**src/rtl/core/hnm_pkg.sv**
```systemverilog
// Shared types and constants for the height-to-normal-map block.
`default_nettype none
package hnm_pkg;

   localparam int MAG_W  = 24;                  // |slope| in Q16
   localparam int PROD_W = 48;
   localparam int RAD_W  = 51;                  // radicand and root work width
   localparam int ROOT_W = 26;                  // magnitude in Q16
   localparam int NUM_W  = 34;                  // numerator of final divide
   localparam logic [MAG_W-1:0] RECIP_255 = 24'd8421505;   // ceil(2^31/255)
   localparam int RECIP_SHIFT = 31;
   localparam int SQRT_STEPS  = 25;

   localparam logic [1:0] SEL_CENTER = 2'd0;
   localparam logic [1:0] SEL_LEFT   = 2'd1;
   localparam logic [1:0] SEL_UP     = 2'd2;

   typedef struct packed {
      logic       latch;
      logic       mem_wr;
      logic       mem_rd;
      logic [1:0] rd_sel;
      logic       cap_h00;
      logic       cap_h10;
      logic       diff;
      logic       recip;
      logic       slope;
      logic       square;
      logic       sum;
      logic       sqrt_step;
      logic       div_init;
      logic       div_step;
      logic [2:0] div_idx;
   } cmd_type;

endpackage
`default_nettype wire

```
**src/rtl/core/hnm_ctrl.sv**
```systemverilog
// Sequencer for load and normal computation.
`default_nettype none
module hnm_ctrl (
   input  wire logic          clock,
   input  wire logic          reset,
   input  wire logic          start,
   input  wire logic          req_func,
   output logic               busy,
   output logic               done,
   output hnm_pkg::cmd_type   cmd
);
   import hnm_pkg::*;

   localparam logic [3:0] ST_IDLE  = 4'd0;
   localparam logic [3:0] ST_WRITE = 4'd1;
   localparam logic [3:0] ST_RD0   = 4'd2;
   localparam logic [3:0] ST_RD1   = 4'd3;
   localparam logic [3:0] ST_RD2   = 4'd4;
   localparam logic [3:0] ST_DIFF  = 4'd5;
   localparam logic [3:0] ST_RECIP = 4'd6;
   localparam logic [3:0] ST_SLOPE = 4'd7;
   localparam logic [3:0] ST_SQR   = 4'd8;
   localparam logic [3:0] ST_SUM   = 4'd9;
   localparam logic [3:0] ST_SQRT  = 4'd10;
   localparam logic [3:0] ST_NUM   = 4'd11;
   localparam logic [3:0] ST_DIV   = 4'd12;
   localparam logic [3:0] ST_OUT   = 4'd13;

   logic [3:0] state_ff, state_in;
   logic [4:0] cnt_ff, cnt_in;

   always_comb begin
      state_in = state_ff;
      cnt_in   = cnt_ff;
      cmd      = '0;
      case (state_ff)
         ST_IDLE: begin
            cmd.latch = start;
            if (start) begin
               state_in = req_func ? ST_RD0 : ST_WRITE;
            end
         end
         ST_WRITE: begin
            cmd.mem_wr = 1'b1;
            state_in   = ST_IDLE;
         end
         ST_RD0: begin
            cmd.mem_rd = 1'b1;
            cmd.rd_sel = SEL_CENTER;
            state_in   = ST_RD1;
         end
         ST_RD1: begin
            cmd.mem_rd  = 1'b1;
            cmd.rd_sel  = SEL_LEFT;
            cmd.cap_h00 = 1'b1;
            state_in    = ST_RD2;
         end
         ST_RD2: begin
            cmd.mem_rd  = 1'b1;
            cmd.rd_sel  = SEL_UP;
            cmd.cap_h10 = 1'b1;
            state_in    = ST_DIFF;
         end
         ST_DIFF: begin
            cmd.diff = 1'b1;
            state_in = ST_RECIP;
         end
         ST_RECIP: begin
            cmd.recip = 1'b1;
            state_in  = ST_SLOPE;
         end
         ST_SLOPE: begin
            cmd.slope = 1'b1;
            state_in  = ST_SQR;
         end
         ST_SQR: begin
            cmd.square = 1'b1;
            state_in   = ST_SUM;
         end
         ST_SUM: begin
            cmd.sum  = 1'b1;
            cnt_in   = 5'(SQRT_STEPS - 1);
            state_in = ST_SQRT;
         end
         ST_SQRT: begin
            cmd.sqrt_step = 1'b1;
            cnt_in        = cnt_ff - 5'd1;
            if (cnt_ff == 5'd0) begin
               state_in = ST_NUM;
            end
         end
         ST_NUM: begin
            cmd.div_init = 1'b1;
            cnt_in       = 5'd7;
            state_in     = ST_DIV;
         end
         ST_DIV: begin
            cmd.div_step = 1'b1;
            cmd.div_idx  = cnt_ff[2:0];
            cnt_in       = cnt_ff - 5'd1;
            if (cnt_ff == 5'd0) begin
               state_in = ST_OUT;
            end
         end
         ST_OUT: begin
            state_in = ST_IDLE;
         end
         default: begin
            state_in = ST_IDLE;
         end
      endcase
   end

   always_ff @(posedge clock) begin
      if (reset) begin
         state_ff <= ST_IDLE;
         cnt_ff   <= '0;
      end else begin
         state_ff <= state_in;
         cnt_ff   <= cnt_in;
      end
   end

   assign busy = (state_ff != ST_IDLE);
   assign done = (state_ff == ST_OUT);

endmodule
`default_nettype wire

```
**config.mk**
```make
export PLATFORM = sky130hd
export DESIGN_NAME = hnm_ctrl
export DESIGN_NICKNAME = d
export VERILOG_FILES = /design/src/rtl/core/hnm_pkg.sv /design/src/rtl/core/hnm_ctrl.sv
export SDC_FILE = /design/constraint.sdc
export NUM_CORES = 1
export LEC_CHECK = 0
export BUFFER_PORTS_ARGS = -buffer_cell sky130_fd_sc_hd__buf_2
export CAP_MARGIN = 20
export CORE_MARGIN = 2
export CORE_UTILIZATION = 38
export DETAILED_ROUTE_END_ITERATION = 10
export PLACE_DENSITY_LB_ADDON = 0.2
export SKIP_LAST_GASP = 1
export SYNTH_ARGS = -nofsm -noshare
export SYNTH_HDL_FRONTEND = slang
export SYNTH_SLANG_ARGS = --single-unit
```
**constraint.sdc**
```tcl
create_clock -name clock -period 1.9 [get_ports clock]
set_clock_uncertainty 0.2 [all_clocks]
set_input_delay 0.285 -clock clock [delete_from_list [all_inputs] [get_ports clock]]
set_output_delay 0.285 -clock clock [all_outputs]
set_load 0.01 [all_outputs]
```
# Word level (Yosys, flattened, before mapping)
# Index checks and enable logic that the tools add are counted.
# Widths: inputs -> output; s select.
# totals
ff_bits	9
latch_bits	0
mem_bits_rw	0
romBits	0
inputBits	4
out_inout_bits	20
wordCells	44
n_memories	0
# op_classes
n_addsub	1
mul	0
div	0
order_cmp	0
n_eq_ne	16
n_shift	0
mux	19
bitwise_logic	0
n_reduce_logical	6
# ops
op	count
$pmux 4 s12	1
$eq 4x4->1 const B	6
$eq 4x3->1 const B	4
$mux 4	4
$pmux 5 s3	1
$mux 1	11
$pmux 3 s3	1
$eq 4x2->1 const B	2
$ne 2x2->1 const B	3
$logic_not 5->1	1
$sub 5x1->5 const B	1
$eq 4x1->1 const B	1
$logic_not 4->1	1
$reduce_bool 4->1	1
$reduce_and 3->1	1
$reduce_bool 3->1	1
$mux 2	1
$reduce_or 2->1	1

# Logic depth before layout (Yosys ltp)
# logic_depth
word_depth	3
mapped_depth	6
depth_no_buf	6

# Worst setup path before layout
# Ideal clock, no wire load.
# synth_timing
kind	reg2reg
from	reg cnt_ff[0]
to	reg state_ff[1]
setup_ps	137
arrival_time_ps	1353
required_time_ps	1563
slack_ps	210
stages_incl_launch_ff	7
n_path_buf	0
period_less_slack_ps	1690
cell_sequence	dfxtp_1 -> inv_1 -> ha_1 -> or3b_4 -> nor2_4 -> o311ai_2 -> o32ai_2
# synth_between
elab_chain_cells	3
elab_cells_between_ends	4
classes_between	eq/ne: 2; reduce/logical: 2
# synth_lines
element	line_no	source
from (decl)	hnm_ctrl.sv:30	logic [4:0] cnt_ff, cnt_in;
from (signal assigned)	hnm_ctrl.sv:120	cnt_ff <= cnt_in;
$logic_not 5->1 *	hnm_ctrl.sv:88, hnm_ctrl.sv:101	
$ne 2x2->1 (no line)	n/a	
$reduce_and 3->1 (no line) *	n/a	
to (signal assigned)	hnm_ctrl.sv:119	state_ff <= state_in;
to (decl)	hnm_ctrl.sv:29	logic [3:0] state_ff, state_in;
# Every way passes the cells marked *; elsewhere a longest branch is shown, timed or not.
# A chain may end at the register's enable or synchronous reset.

==> impl_results.md <==
- Status: complete, no violations
- Register area share after synthesis: 0.225
- Cell row count: 16
- Crit start category: register
- Synth warnings: 0
- H-tree levels: 1
- Max-cap violations: 0
- Synth cell types: 43
- Hold Vio Cnt, Final: 0
- Post-synth top area share: 0.225
- Crit-path max FO: 10
- Worst setup slack after layout: 0.0941 ns
- Syn Inst Count: around 110
- Root Buffer: clkbuf_4
- Final period util: 0.950
- CTS clk-pin slew, worst paths: 0.06 ns
- Min Tclk post-route: approximately 1.8 ns
- Max IR drop VDD: 0.000337 V
- Fmax: about 0.55 GHz
- Crit Path Class: register to output port
- Post-DRT Antenna Nets: 0
- First-pass GRT wire length: 3200 µm
- Drc violations: 0
- Most common cell in the synthesized netlist: nor2_1
- Synth async-reset ratio: 0
- DP Wirelength: 1460 µm
- Initial antenna violation count: 0
- Die width: 49.9 µm
- Hold WC Path Type: primary input to register
- Clock Path Buffers: 2
- Syn Area/Cell: 7.21 µm²
- Largest net degree at the start of global routing: 17
- Synthesis-to-layout area growth: 21.4%
- Starting density of the core: 0.404
- Syn Nets: between 100 and 150
- Worst r2r src: cnt_ff[1]
- Crit path required time: between 1 and 1.5 ns
- Power per Cell Area: 548 nW/µm²
- Diode count: 0
- Crit path from: state_ff[3]
- P_leak: 0.000439 µW
- Routability Congestion: 0.826
- Core area: 1980 µm²
- Io pins: 24
- Post-CTS setup repair buffer count: 0
- Worst skew pair latency: 0.27 ns
- Count of input and output buffers: 23
- Slew headroom: 0.727
- Post-synthesis cell area: 801 µm²
- Routed wire length: 1970 µm
- Grt ovf: 0
- Top FF cell, synth: dfxtp_1
- CP delay by family, top: flip-flops
- Die Area: 2490 µm²
- CTS Buf Count: 3
- Drt via density: 5.41
- RSZ-0062 raised after global routing: yes
- Number of flops mapped to enable cells by yosys: 0
- Yosys top cell by area: dfxtp_1
- DR pass1 iterations: 4
- Slowest library cell on the worst path: dfxtp_2
- Hold path startpoint: req_func
- Max-slew violation count: 0
- CTS tree: yes
- Fin util: 0.491
- Arr. time, crit path: 1.32 ns
- # nets final: 139
- 1st-iter DRT viols: 36
- Die Y: ~50 µm
- Final setup vio count: 0
- Synth area leaders: dfxtp_1 23%, nor2_1 8.9%, a21oi_1 5.6%
- Share of layout cells above drive strength 1: 0.368
- Slew at the pin closest to its max-slew limit: about 0.41 ns
- CP bufs+invs: 2
- Pre-CTS WS: 0.0784 ns
- Clock sinks: 9
- Routed length per instance: around 12 µm
- Crit-path cells: buf_4, nor2_1, and3_1, buf_2
- Seq cells post-synth: 9
- Setup crit end kind: output port
- GRT Total Usage: 0.167
- CP max stage delay: 0.38 ns
- Vias: 865
- Vias in the first global route: 661
- Post-synth top cells: 19 x nor2_1, 9 x a21oi_1, 9 x dfxtp_1
==> worst reg2reg max path, cell delays in order, from the launching register on <==
cell and delay [ns]:
dfxtp_1 0.40, inv_1 0.08, ha_1 0.24, or3b_4 0.27
nor2_4 0.04, o311ai_4 0.31, o32ai_2 0.13
==> through the flow <==
stage          power, µW  instance area (µm²)  cells  hold slack (ns)  setup TNS (ns)
2_1_floorplan        338                  801    111            0.287               0
5_1_grt              566                  972    160            0.120         -0.0376
6_report             533                  972    160            0.120               0
3_3_place_gp         365                  918    156            0.308               0
4_1_cts              531                  948    160            0.104               0
3_5_place_dp         366                  918    156            0.320               0
==> flip-flops by register name, summed over array words and instances (netlist names) <==
signal / flops
cnt_ff: 5
state_ff: 4
==> cell type report <==
| type | instances | area, µm² |
|---|---|---|
| fill | 217 | 1010 |
| multi-input combinational | 83 | 532 |
| sequential | 9 | 190 |
| timing repair buffer | 29 | 160 |
| tap | 27 | 33.8 |
| inverter | 8 | 30.0 |
| clock buffer | 4 | 26.3 |
==> power breakdown <==
part           internal [µW]  switching [µW]  total (µW)
clock                   81.5            77.7         159
sequential               196            24.5         221
combinational           68.2            84.9         153
==> logic make-up (layout without fill, tap and decap cells) <==
family | count (synthesis) | count (layout) | synth area share
AND/OR/NAND/NOR | 49 | 49 | 0.312
buffers and inverters | 19 | 41 | 0.133
flip-flops | 9 | 9 | 0.225
multiplexers | 1 | 1 | 0.0125
XOR/XNOR | 2 | 2 | 0.0219
adder cells (fa/ha/maj) | 1 | 1 | 0.0156
AO/OA/AOI/OAI | 30 | 30 | 0.280
==> final timing paths <==
| path | slack, ns | to | cells past startpoint |
|---|---|---|---|
| worst max-delay path | 0.09 | cmd[17] | 4 |
| worst max register to register | 0.10 | state_ff[1] | 6 |
| worst min-delay path | 0.12 | state_ff[0] | 3 |
| worst min register to register | 0.33 | cnt_ff[3] | 1 |
==> cells in the final DEF (no fill, tap or decap), types with 2 or more instances in the layout <==
master,count
inv_1,7
clkbuf_4,3
or3_1,2
dfxtp_2,2
buf_2,23
o21a_1,2
nor2_4,2
nor3_1,5
dfxtp_4,2
buf_4,6
nor2_1,18
dfxtp_1,5
a21oi_1,9
xnor2_1,2
nand3_1,3
nand2_2,2
nand2_1,6
nand2b_1,4
o21ai_0,4
==> routing by layer <==
| layer | vias to the layer above | wire length (µm) | share of wire | global-route usage |
|---|---|---|---|---|
| met2 | 32 | 911 | 0.46 | 0.238 |
| met1 | 403 | 904 | 0.46 | 0.236 |
| li1 | 428 | - | - | - |
| met5 | - | 0 | 0 | 0 |
| met3 | 2 | 138 | 0.070 | 0.0515 |
| met4 | 0 | 14 | 0.0071 | 0.0556 |
==> repair_timing <==
action,in CTS,in global routing
hold buffers,0,0
setup endpoints to repair,10,15
hold endpoints to repair,0,0
gates resized for setup,3,6
gates cloned,0,0
No activity file was read; power rests on OpenSTA's default activity.
